**src/sv/shb_pkg.sv**
```systemverilog
// Shared types and constants for the spherical harmonics evaluator.
// Holds the input, result and queue word layouts; no dependencies.
package shb_pkg;

    // Input component width and output fixed-point format.
    localparam int IN_WIDTH  = 16;
    localparam int FRAC_BITS = 15;
    localparam int COEFF_W   = 16;
    localparam int INDEX_W   = 4;
    localparam int NUM_COEFF = 15;

    // Unit vector components are Q30 with sign, so 32 bits hold them.
    localparam int UNIT_W    = 32;

    // Depth of the queue between normalizer and evaluator (power of two).
    localparam int Q_DEPTH   = 2;

    typedef struct packed {
        logic signed [IN_WIDTH-1:0] dir_x;
        logic signed [IN_WIDTH-1:0] dir_y;
        logic signed [IN_WIDTH-1:0] dir_z;
    } t_dir;

    typedef struct packed {
        logic [INDEX_W-1:0]        coeff_index;
        logic signed [COEFF_W-1:0] coeff_value;
        logic                      last;
        logic                      zero_vector;
    } t_coeff;

    typedef struct packed {
        logic signed [UNIT_W-1:0] ux;
        logic signed [UNIT_W-1:0] uy;
        logic signed [UNIT_W-1:0] uz;
        logic                     zero;
    } t_unit;

endpackage

```
**src/sv/shb_queue.sv**
```systemverilog
// Short queue of unit vectors between the normalizer and the evaluator.
// Register-based, depth from shb_pkg::Q_DEPTH (a power of two); uses shb_pkg.
module shb_queue (
    input  logic           i_clk,
    input  logic           i_rst_n,
    input  logic           i_push_valid,
    output logic           o_push_ready,
    input  shb_pkg::t_unit i_push_data,
    output logic           o_pop_valid,
    input  logic           i_pop_ready,
    output shb_pkg::t_unit o_pop_data
);

    localparam int DEPTH = shb_pkg::Q_DEPTH;
    localparam int QAW   = (DEPTH > 1) ? $clog2(DEPTH) : 1;

    shb_pkg::t_unit r_mem [DEPTH];
    logic [QAW-1:0] r_wp;
    logic [QAW-1:0] r_rp;
    logic [QAW:0]   r_cnt;
    logic           w_push;
    logic           w_pop;

    assign o_push_ready = r_cnt != (QAW+1)'(DEPTH);
    assign o_pop_valid  = r_cnt != '0;
    assign o_pop_data   = r_mem[r_rp];
    assign w_push       = i_push_valid && o_push_ready;
    assign w_pop        = o_pop_valid && i_pop_ready;

    // Pointers and fill count.
    always_ff @(posedge i_clk) begin
        if (!i_rst_n) begin
            r_wp  <= '0;
            r_rp  <= '0;
            r_cnt <= '0;
        end else begin
            if (w_push) begin
                r_wp <= r_wp + QAW'(1);
            end
            if (w_pop) begin
                r_rp <= r_rp + QAW'(1);
            end
            if (w_push && !w_pop) begin
                r_cnt <= r_cnt + (QAW+1)'(1);
            end else if (w_pop && !w_push) begin
                r_cnt <= r_cnt - (QAW+1)'(1);
            end
        end
    end

    // Storage.
    always_ff @(posedge i_clk) begin
        if (w_push) begin
            r_mem[r_wp] <= i_push_data;
        end
    end

endmodule

```
**config.mk**
```make
export PLATFORM = sky130hd
export DESIGN_NAME = shb_queue
export DESIGN_NICKNAME = d
export VERILOG_FILES = /design/src/sv/shb_pkg.sv /design/src/sv/shb_queue.sv
export SDC_FILE = /design/constraint.sdc
export NUM_CORES = 1
export LEC_CHECK = 0
export ABC_AREA = 1
export ABC_CLOCK_PERIOD_IN_PS = 15500
export BUFFER_PORTS_ARGS = -buffer_cell sky130_fd_sc_hd__buf_2
export CORE_MARGIN = 4
export CORE_UTILIZATION = 52
export DETAILED_ROUTE_END_ITERATION = 8
export GPL_ROUTABILITY_DRIVEN = 1
export GPL_TIMING_DRIVEN = 0
export PLACE_DENSITY = 0.86
export RECOVER_POWER = 100
export SETUP_SLACK_MARGIN = 0.2
export SLEW_MARGIN = 10
export SYNTH_ARGS = -nofsm -noshare
export SYNTH_HDL_FRONTEND = slang
export SYNTH_SLANG_ARGS = --single-unit
```
**constraint.sdc**
```tcl
create_clock -name i_clk -period 15.5 [get_ports i_clk]
set_input_delay 0.775 -clock i_clk [delete_from_list [all_inputs] [get_ports i_clk]]
set_output_delay 0.775 -clock i_clk [all_outputs]
set_load 0.03 [all_outputs]
```
==> impl_metrics.prom <==
# TYPE chip_impl_metric gauge
chip_impl_info{name="tritoncts",value="built"} 1
chip_impl_metric{name="fin_setup_tns",unit="ns"} 0
chip_impl_metric{name="layout-drive-gt1-share",unit="%"} 30.9
chip_impl_metric{name="postLayoutCoreUtil",unit="%"} 64.0
chip_impl_metric{name="path_max_fanout",unit=""} 30
chip_impl_metric{name="synth.yosys.warnings",unit=""} 0
chip_impl_info{name="cp_cell_sequence",value="inv_1, nand2_1, nand2_1, nor2_1, clkbuf_1, clkbuf_1"} 1
chip_impl_metric{name="relSlewSlack",unit="%"} -26.0
chip_impl_metric{name="worst-endpoint-arrival",unit="ns"} 4.95
chip_impl_metric{name="cts.hold.buffers_added",unit=""} 0
chip_impl_metric{name="layout_worst_path_cycle_share",unit="%"} 31.8
chip_impl_metric{name="total_grt_usage",unit="%"} 17.1
chip_impl_metric{name="drt-wirelength-per-cell",unit="µm"} 18.0
chip_impl_metric{name="critPathRequiredTime",unit="ns"} 15.52
chip_impl_metric{name="hold_viol_final",unit=""} 0
chip_impl_metric{name="row_count",unit=""} 43
chip_impl_info{name="critical_path.top_delay_family",value="buffers and inverters"} 1
chip_impl_metric{name="synth-seq-cells",unit=""} 199
chip_impl_metric{name="placed_instances",unit=""} 724
chip_impl_metric{name="grt_start_max_net_pins",unit=""} 31
chip_impl_metric{name="routed-via-count",unit=""} 3820
chip_impl_metric{name="clock_insertion_delay_worst_skew",unit="ns"} 0.42
chip_impl_metric{name="first_iter_violations",unit=""} 154
chip_impl_metric{name="syn_avg_cell_area",unit="µm²"} 21.7
chip_impl_metric{name="die_width",unit="µm"} 127
chip_impl_metric{name="period_needed",unit="ns"} 4.93
chip_impl_metric{name="yosys.cell_types.count",unit=""} 15
chip_impl_metric{name="slew_viol_final",unit=""} 106
chip_impl_metric{name="worst_vdd_rail_ir_drop",unit="µV"} 105
chip_impl_info{name="cts_root_buf",value="clkbuf_16"} 1
chip_impl_info{name="layout.cells.most_common",value="edfxtp_1"} 1
chip_impl_metric{name="setup_viol",unit=""} 0
chip_impl_metric{name="syn-cell-area",unit="mm²"} 0.00736
chip_impl_metric{name="non_filler_cells_in_the_finished_layout",unit=""} 756
chip_impl_info{name="crit_type",value="register to register"} 1
chip_impl_metric{name="fp.coreArea",unit="mm²"} 0.0139
chip_impl_info{name="endpoint_kind",value="register"} 1
chip_impl_metric{name="fin_skew",unit="ns"} 0.0111
chip_impl_metric{name="cap_violations",unit=""} 4
chip_impl_info{name="grt_setup_unrepaired",value="no"} 1
chip_impl_metric{name="start_util",unit="%"} 53.0
chip_impl_metric{name="cts.repair.resized",unit=""} 0
chip_impl_metric{name="clock_tree.buffer_depth",unit=""} 2
chip_impl_metric{name="drc",unit=""} 0
chip_impl_metric{name="powerDensity",unit="mW/mm²"} 173
chip_impl_info{name="timing.critical_path.from_type",value="register"} 1
chip_impl_metric{name="first_global_vias",unit=""} 4125
chip_impl_metric{name="syn-instance-count",unit=""} 339
chip_impl_metric{name="htree_levels",unit=""} 4
chip_impl_metric{name="clkTransAtPathRegs",unit="ns"} 0.06
chip_impl_metric{name="detailedPlacementHpwl",unit="µm"} 9760
chip_impl_metric{name="overflow",unit=""} 0
chip_impl_metric{name="wire_length_of_the_first_global_routing_pass",unit="µm"} 21000
chip_impl_metric{name="cts.repair_timing.setup_buffer_count",unit=""} 0
chip_impl_metric{name="clock_sinks",unit=""} 199
chip_impl_metric{name="flow.area_growth_from_synthesis",unit="%"} 20.7
chip_impl_metric{name="tritoncts_buffers",unit=""} 17
chip_impl_metric{name="path_buf_inv",unit=""} 3
chip_impl_metric{name="gpl.final_weighted_congestion",unit=""} 0.749
chip_impl_metric{name="port-buffer-count",unit=""} 199
chip_impl_metric{name="die-area",unit="mm²"} 0.0161
chip_impl_info{name="violations_in_the_final_reports",value="max-capacitance violations, max-slew violations"} 1
chip_impl_info{name="layout.cells.most_common_list",value="edfxtp_1 (194), clkbuf_1 (144), buf_2 (76)"} 1
chip_impl_info{name="status",value="finished, violations left"} 1
chip_impl_metric{name="crit_path_max_incr_delay",unit="ns"} 1.41
chip_impl_metric{name="postRouteWirelength",unit="µm"} 13600
chip_impl_metric{name="ioPinCount",unit=""} 200
chip_impl_metric{name="fin_nets",unit=""} 665
chip_impl_metric{name="power.leakage",unit="nW"} 3.06
chip_impl_metric{name="maxClockFrequency",unit="GHz"} 0.203
chip_impl_metric{name="grt_antenna_before_repair",unit=""} 0
chip_impl_metric{name="die_height",unit="µm"} 127
chip_impl_metric{name="drt_pre_antenna_iters",unit=""} 4
chip_impl_info{name="crit_slowest_cell",value="nor2_1"} 1
chip_impl_metric{name="drt.antenna.violating_nets",unit=""} 0
chip_impl_metric{name="tightest_slew",unit="ns"} 1.88
chip_impl_metric{name="synth.yosys.seq_area_share",unit="%"} 80.5
chip_impl_info{name="holdCritPathClass",value="register to register"} 1
chip_impl_metric{name="antenna_cells_inserted",unit=""} 0
chip_impl_metric{name="vias_per_cell",unit=""} 5.05
chip_impl_metric{name="synth_nets",unit=""} 441
cells in the mapped netlist (all sizes together):
cell    instances  share of area [%]
nand3           1              0.068
buf            11                1.2
edfxtp        194                 79
nand4           1              0.085
mux2           97                 16
inv             8               0.41
dfxtp           5                1.4
o21a            1               0.10
o21ai           2               0.14
a21oi           1              0.068
nor2            8               0.41
nand2           9               0.46
ha              1               0.17
through the flow:
stage	area, µm²	power, W	setup WS (ns)	hold WS [ns]
2_1_floorplan	7360	0.00106	10.03	0.467
3_3_place_gp	8580	0.00118	8.12	0.483
3_5_place_dp	8730	0.00119	12.96	0.499
4_1_cts	9290	0.00160	12.93	0.516
5_1_grt	8880	0.00161	10.09	0.512
6_report	8880	0.00154	10.57	0.524
worst register-to-register path: cells and delay by family, from the launching register on:
kind                   cells  cell delay [ns]
buffers and inverters      3             2.52
flip-flops                 1             0.36
AND/OR/NAND/NOR            3             1.64
flip-flops by register name, summed over array words and instances (netlist names), named ones only:
| name | flops |
|---|---|
| r_mem | 194 |
| r_cnt | 2 |
| r_rp | 1 |
| r_wp | 1 |
metal layers:
layer,vias up,wire (µm),GRT usage (%)
met3,13,1230,7.45
met1,1876,5190,19.3
met4,0,144,5.24
li1,1770,-,-
met2,161,7070,29.6
met5,-,0,0
power breakdown:
group | switching, W | leakage (nW) | internal [W] | total, W
logic | 0.000299 | 0.947 | 0.000125 | 0.000424
registers | 0.0000178 | 1.85 | 0.000683 | 0.000701
clock network | 0.000177 | 0.263 | 0.000234 | 0.000411
cells by family after synthesis:
logic type      count (synthesis)  synth area share [%]
fa+ha+maj                       1                 0.170
buf+inv                        19                  1.58
compound gates                  4                 0.306
flops                         199                  80.5
mux                            97                  16.4
simple gates                   19                  1.02
layout make-up:
cell class,count,area [µm²]
Sequential cell,199,5930
Fill cell,1060,5000
Multi-Input combinational cell,121,1230
Timing Repair Buffer,205,865
Clock buffer,25,485
Tap cell,180,225
Clock inverter,7,71.3
Buffer,11,48.8
Inverter,8,30.0
path summary, 6_finish.rpt:
path                  from      endpoint  slack, ns  cells after the start
hold / removal        r_wp          r_wp       0.52                      2
setup reg to reg  r_cnt[0]  r_mem[0][51]      10.57                      6
setup / recovery  r_cnt[0]  r_mem[0][51]      10.57                      6
hold reg to reg       r_wp          r_wp       0.52                      2
Note: power is estimated with default switching activity, not from simulation.
