### src/sv/shb_pkg.sv
// Shared types and constants for the spherical harmonics evaluator.
// Holds the input, result and queue word layouts; no dependencies.
package shb_pkg;

    // Input component width and output fixed-point format.
    localparam int IN_WIDTH  = 16;
    localparam int FRAC_BITS = 15;
    localparam int COEFF_W   = 16;
    localparam int INDEX_W   = 4;
    localparam int NUM_COEFF = 15;

    // Unit vector components are Q30 with sign, so 32 bits hold them.
    localparam int UNIT_W    = 32;

    // Depth of the queue between normalizer and evaluator (power of two).
    localparam int Q_DEPTH   = 2;

    typedef struct packed {
        logic signed [IN_WIDTH-1:0] dir_x;
        logic signed [IN_WIDTH-1:0] dir_y;
        logic signed [IN_WIDTH-1:0] dir_z;
    } t_dir;

    typedef struct packed {
        logic [INDEX_W-1:0]        coeff_index;
        logic signed [COEFF_W-1:0] coeff_value;
        logic                      last;
        logic                      zero_vector;
    } t_coeff;

    typedef struct packed {
        logic signed [UNIT_W-1:0] ux;
        logic signed [UNIT_W-1:0] uy;
        logic signed [UNIT_W-1:0] uz;
        logic                     zero;
    } t_unit;

endpackage

### src/sv/shb_front.sv
// Normalizer front end: takes direction words, scales them to unit length.
// Uses a shift search, a square sum, a square root and three dividers; uses shb_pkg.
module shb_front (
    input  logic             i_clk,
    input  logic             i_rst_n,
    input  logic             i_in_valid,
    output logic             o_in_ready,
    input  shb_pkg::t_dir    i_in_data,
    output logic             o_q_valid,
    input  logic             i_q_ready,
    output shb_pkg::t_unit   o_q_data
);

    localparam int AW = 32;
    localparam logic [AW-1:0] Q_ONE = AW'(64'd1073741824);
    localparam int IN_WIDTH_X = shb_pkg::IN_WIDTH + 1;

    typedef enum logic [6:0] {
        FS_IDLE = 7'b0000001,
        FS_NORM = 7'b0000010,
        FS_SQ   = 7'b0000100,
        FS_SQRT = 7'b0001000,
        FS_DSET = 7'b0010000,
        FS_DIV  = 7'b0100000,
        FS_PUSH = 7'b1000000
    } t_fstate;

    t_fstate             r_state;
    logic                r_ib_valid;
    shb_pkg::t_dir       r_ib;
    logic [AW-1:0]       r_a    [3];
    logic                r_neg  [3];
    logic                r_zero;
    logic [3:0]          r_cnt;
    logic [63:0]         r_sum;
    logic [33:0]         r_srem;
    logic [31:0]         r_root;
    logic [31:0]         r_drem [3];
    logic [31:0]         r_dlo  [3];

    logic [33:0]         n_srem;
    logic [31:0]         n_root;
    logic [63:0]         n_sum;
    logic [31:0]         n_drem [3];
    logic [31:0]         n_dlo  [3];

    logic signed [IN_WIDTH_X-1:0] w_c [3];
    logic [AW-1:0]       w_mag  [3];
    logic [AW-1:0]       w_or;
    logic [4:0]          w_amt;
    logic                w_can_shift;
    logic [61:0]         w_num  [3];
    logic [AW-1:0]       w_q    [3];
    logic signed [shb_pkg::UNIT_W-1:0] w_u [3];

    // The input word waits in a holding register while the engine works.
    assign o_in_ready = !r_ib_valid;

    // Sign extension and magnitudes of the held input word.
    always_comb begin
        w_c[0] = IN_WIDTH_X'(r_ib.dir_x);
        w_c[1] = IN_WIDTH_X'(r_ib.dir_y);
        w_c[2] = IN_WIDTH_X'(r_ib.dir_z);
        for (int i = 0; i < 3; i++) begin
            w_mag[i] = w_c[i][IN_WIDTH_X-1] ? AW'(-w_c[i]) : AW'(w_c[i]);
        end
    end

    // One step of the binary shift search: 16, 8, 4, 2, then 1 places.
    always_comb begin
        w_or        = r_a[0] | r_a[1] | r_a[2];
        w_amt       = 5'd16 >> r_cnt[2:0];
        w_can_shift = (w_or >> (5'd31 - w_amt)) == '0;
    end

    // Two digits of the square root per cycle.
    always_comb begin
        logic [35:0] v_t;
        logic [35:0] v_trial;
        n_srem = r_srem;
        n_root = r_root;
        n_sum  = r_sum;
        for (int k = 0; k < 2; k++) begin
            v_t     = {n_srem, n_sum[63:62]};
            v_trial = {2'b00, n_root, 2'b01};
            if (v_t >= v_trial) begin
                n_srem = 34'(v_t - v_trial);
                n_root = {n_root[30:0], 1'b1};
            end else begin
                n_srem = v_t[33:0];
                n_root = {n_root[30:0], 1'b0};
            end
            n_sum = {n_sum[61:0], 2'b00};
        end
    end

    // Two quotient bits per cycle in each of the three dividers.
    always_comb begin
        logic [32:0] v_t;
        logic        v_qb;
        for (int i = 0; i < 3; i++) begin
            n_drem[i] = r_drem[i];
            n_dlo[i]  = r_dlo[i];
            for (int k = 0; k < 2; k++) begin
                v_t  = {n_drem[i], n_dlo[i][31]};
                v_qb = v_t >= {1'b0, r_root};
                if (v_qb) begin
                    n_drem[i] = 32'(v_t - {1'b0, r_root});
                end else begin
                    n_drem[i] = v_t[31:0];
                end
                n_dlo[i] = {n_dlo[i][30:0], v_qb};
            end
        end
    end

    // Rounded numerators and the signed, clipped unit components.
    always_comb begin
        for (int i = 0; i < 3; i++) begin
            w_num[i] = {r_a[i], 30'b0} + 62'(r_root >> 1);
            w_q[i]   = (r_dlo[i] > Q_ONE) ? Q_ONE : r_dlo[i];
            if (r_zero) begin
                w_u[i] = '0;
            end else if (r_neg[i]) begin
                w_u[i] = -signed'(w_q[i]);
            end else begin
                w_u[i] = signed'(w_q[i]);
            end
        end
    end

    assign o_q_valid     = r_state == FS_PUSH;
    assign o_q_data.ux   = w_u[0];
    assign o_q_data.uy   = w_u[1];
    assign o_q_data.uz   = w_u[2];
    assign o_q_data.zero = r_zero;

    // Control: holding register and the engine sequence.
    always_ff @(posedge i_clk) begin
        if (!i_rst_n) begin
            r_state    <= FS_IDLE;
            r_ib_valid <= 1'b0;
            r_cnt      <= '0;
        end else begin
            if (i_in_valid && o_in_ready) begin
                r_ib_valid <= 1'b1;
            end else if (r_state == FS_IDLE && r_ib_valid) begin
                r_ib_valid <= 1'b0;
            end
            unique case (r_state)
                FS_IDLE: begin
                    r_cnt <= '0;
                    if (r_ib_valid) begin
                        if (w_mag[0] == '0 && w_mag[1] == '0 && w_mag[2] == '0) begin
                            r_state <= FS_PUSH;
                        end else begin
                            r_state <= FS_NORM;
                        end
                    end
                end
                FS_NORM: begin
                    if (r_cnt == 4'd4) begin
                        r_cnt   <= '0;
                        r_state <= FS_SQ;
                    end else begin
                        r_cnt <= r_cnt + 4'd1;
                    end
                end
                FS_SQ: begin
                    if (r_cnt == 4'd2) begin
                        r_cnt   <= '0;
                        r_state <= FS_SQRT;
                    end else begin
                        r_cnt <= r_cnt + 4'd1;
                    end
                end
                FS_SQRT: begin
                    r_cnt <= r_cnt + 4'd1;
                    if (r_cnt == 4'd15) begin
                        r_state <= FS_DSET;
                    end
                end
                FS_DSET: begin
                    r_cnt   <= '0;
                    r_state <= FS_DIV;
                end
                FS_DIV: begin
                    r_cnt <= r_cnt + 4'd1;
                    if (r_cnt == 4'd15) begin
                        r_state <= FS_PUSH;
                    end
                end
                FS_PUSH: begin
                    if (i_q_ready) begin
                        r_state <= FS_IDLE;
                    end
                end
                default: r_state <= FS_IDLE;
            endcase
        end
    end

    // Datapath registers.
    always_ff @(posedge i_clk) begin
        if (i_in_valid && o_in_ready) begin
            r_ib <= i_in_data;
        end
        unique case (r_state)
            FS_IDLE: begin
                for (int i = 0; i < 3; i++) begin
                    r_a[i]   <= w_mag[i];
                    r_neg[i] <= w_c[i][IN_WIDTH_X-1];
                end
                r_zero <= w_mag[0] == '0 && w_mag[1] == '0 && w_mag[2] == '0;
                r_sum  <= '0;
            end
            FS_NORM: begin
                if (w_can_shift) begin
                    for (int i = 0; i < 3; i++) begin
                        r_a[i] <= r_a[i] << w_amt;
                    end
                end
                r_srem <= '0;
                r_root <= '0;
            end
            FS_SQ: begin
                r_sum <= r_sum + 64'(r_a[r_cnt[1:0]]) * 64'(r_a[r_cnt[1:0]]);
            end
            FS_SQRT: begin
                r_srem <= n_srem;
                r_root <= n_root;
                r_sum  <= n_sum;
            end
            FS_DSET: begin
                for (int i = 0; i < 3; i++) begin
                    r_drem[i] <= 32'(w_num[i][61:32]);
                    r_dlo[i]  <= w_num[i][31:0];
                end
            end
            FS_DIV: begin
                for (int i = 0; i < 3; i++) begin
                    r_drem[i] <= n_drem[i];
                    r_dlo[i]  <= n_dlo[i];
                end
            end
            FS_PUSH: begin
                r_sum <= r_sum;
            end
            default: r_sum <= r_sum;
        endcase
    end

endmodule

### config.mk
export PLATFORM = sky130hd
export DESIGN_NAME = shb_front
export DESIGN_NICKNAME = d
export VERILOG_FILES = /design/src/sv/shb_pkg.sv /design/src/sv/shb_front.sv
export SDC_FILE = /design/constraint.sdc
export NUM_CORES = 2
export LEC_CHECK = 0
export BUFFER_PORTS_ARGS = -buffer_cell sky130_fd_sc_hd__buf_2
export CAP_MARGIN = 30
export CORE_MARGIN = 3
export CORE_UTILIZATION = 45
export CTS_CLUSTER_DIAMETER = 200
export DETAILED_ROUTE_END_ITERATION = 10
export SYNTH_ARGS = -nofsm -noshare
export SYNTH_HDL_FRONTEND = slang
export SYNTH_SLANG_ARGS = --single-unit
### constraint.sdc
create_clock -name i_clk -period 11.2 [get_ports i_clk]
set_input_delay 1.68 -clock i_clk [delete_from_list [all_inputs] [get_ports i_clk]]
set_output_delay 1.68 -clock i_clk [all_outputs]
set_load 0.01 [all_outputs]
==> impl_metrics.json <==
{
  "arrival_ns": 10.89,
  "postCtsSetupBuffers": 0,
  "ys_ff_latch": 484,
  "synth_area_mm2": 0.0738,
  "ios": 151,
  "ctsHoldBuffers": 0,
  "max_stage_delay_ns": 0.85,
  "first_global_vias": 63400,
  "cts_root_buffer": "clkbuf_16",
  "clock_latency_ns": 0.69,
  "post_cts_resized": 0,
  "grt_max_degree": 139,
  "syn_inst": 8408,
  "drtPass1Iterations": 6,
  "place_hpwl_mm": 205,
  "wl_mm": 266,
  "die_x_um": 411,
  "cp_common_cell": "fa_1",
  "synth_ff_type": "edfxtp_1",
  "synth_edf_count": 470,
  "setup_viol": 0,
  "grt_overflow": 0,
  "yosysTopAreaCell": "fa_1",
  "ys_warn_count": 0,
  "rows": 148,
  "hold_viol": 0,
  "die_y_um": 411,
  "initial_core_util_pct": 45.3,
  "slew_headroom_pct": 27.2,
  "crit_fanout": 25,
  "core_area_mm2": 0.163,
  "htree_levels": 2,
  "drc": 0,
  "path_clk_slew_ns": 0.06,
  "drive_above_1_share_pct": 6.70,
  "cts_num_sinks": 484,
  "async_reset_ff_share_pct": 0,
  "period_share_pct": 93.6,
  "crit_type": "reg -> reg",
  "fin_skew_ns": 0.0220,
  "drv_slew": 0,
  "cap_violations": 0,
  "cts_buffers": 61,
  "ant_nets": 0,
  "cp-start-kind": "flop",
  "required_ns": 11.60,
  "finalSetupTns_ns": 0,
  "wl_per_cell_um": 25.1,
  "yosysSeqAreaShare_pct": 19.5,
  "via_per_inst": 6.02,
  "first_iter_violations": 6543,
  "grtUsageTotal_pct": 31.0,
  "status": "finished, final reports clean",
  "hold_path.class": "reg -> reg",
  "endpoint_kind": "flop",
  "min_period_ns": 10.49,
  "finalWeightedCongestion": 1.00,
  "port_buffers": 150,
  "syn_to_final_growth_pct": 7.71,
  "yosysUniqueCellTypes": 107,
  "slowest_stage": "dfxtp_2",
  "cts_tree": "built",
  "nFillCells": 15500,
  "grt_pass1_wl_mm": 396,
  "dieArea_mm2": 0.169,
  "antenna_found_initial": 6,
  "tightest_slew_ns": 1.09,
  "rsz0062_at_grt": "false",
  "crit_family": "adder cells",
  "yosysTopAreaCellShare_pct": 24.1,
  "nets": 9854,
  "fmax_mhz": 95.4,
  "avgSynthCellArea_um2": 8.78,
  "synth.area.top_cells": "fa_1, edfxtp_1, ha_1",
  "vias": 64000,
  "clock_path_buffers": 3,
  "crit_buf_inv": 5
}
per-stage QoR:
step	setup WS (ns)	hold slack (ns)	utilization, %	cell area (um2)	instances
floorplan	2.23	0.424	-	73800	8410
finish	0.715	0.574	48.8	79500	10600
CTS	0.876	0.574	48.8	79400	10600
detailed placement	0.902	0.556	47.5	77300	10500
global route	0.239	0.591	48.8	79500	10600
global placement	1.01	0.547	47.4	77100	10500
worst paths after layout:
kind	startpoint	end	slack, ns	cells after the start
worst max-delay path	flop	r_sum[59]	0.71	28
worst min-delay path	r_sum[0]	r_sum[4]	0.57	2
worst max register to register	flop	r_sum[59]	0.71	28
worst min register to register	r_sum[0]	r_sum[4]	0.57	2
metal layers:
metal | vias up | global-route usage [%] | routed length [um]
met1 | 31700 | 41.8 | 109000
met5 | - | 0 | 30
met3 | 605 | 6.08 | 25000
li1 | 28600 | - | -
met4 | 4 | 12.2 | 12700
met2 | 3039 | 49.0 | 120000
Yosys cell counts, drive strengths merged (24+ instances only):
library cell / count
o211ai: 28
o22ai: 63
nor2: 730
a31oi: 54
nor2b: 46
nand2: 1218
o21ai: 464
ha: 520
nand2b: 55
xnor2: 257
nor3: 126
mux2i: 317
or3: 41
o21bai: 41
clkbuf: 317
xor2: 190
nand3: 184
o21a: 70
buf: 95
fa: 888
or2: 24
a211oi: 60
inv: 886
nor4: 51
edfxtp: 470
a21oi: 471
a21o: 191
o31ai: 46
and3: 63
nand4: 74
cell type report:
type	count	area [um2]	share of cell area, %
clock buffers	71	1670	2.10
diodes	4	10.0	0.0126
multi-input cells	6615	54600	68.7
well taps	2175	2720	3.42
repair buffers	333	2230	2.80
flip-flops and latches	484	14400	18.1
clock inverters	44	520	0.655
inverters	899	3370	4.24
flip-flops by register name, summed over array words and instances, names as in the netlist, named ones only:
signal and cells:
r_ib 48, r_dlo 96, r_state 7, r_sum 64
r_neg 3, r_root 32, r_zero 1, r_drem 96
r_ib_valid 1, r_cnt 4, r_a 96, r_srem 34
worst register-to-register path, delay by kind of cell (launching register included):
| family | cells | cell delay [ns] |
|---|---|---|
| fa+ha+maj | 9 | 4.30 |
| buf+inv | 5 | 1.33 |
| mux | 1 | 0.28 |
| compound gates | 12 | 3.34 |
| simple gates | 1 | 0.13 |
| flops | 1 | 0.85 |
cells by family after synthesis:
kind of cell	count (synthesis)	synth area share [%]
xor gates and xnor gates	447	5.30
and+or+nand+nor	2712	16.1
AOI/OAI and AO/OA	1703	14.6
muxes	342	4.71
buffers and inverters	1311	6.87
adders and majority gates	1408	32.9
DFF	484	19.5
other	1	0.00508
cell usage in the layout (no fill, tap or decap), drive strengths merged, types with 191 or more instances in the layout:
master / n
ha: 520
a21oi: 471
o21ai: 464
inv: 893
buf: 333
nor2: 730
xnor2: 257
nand2: 1218
a21o: 191
mux2i: 317
fa: 888
edfxtp: 470
Power is not shown: default switching activity piles up to over one toggle a cycle in this logic, so the estimate is an artifact.
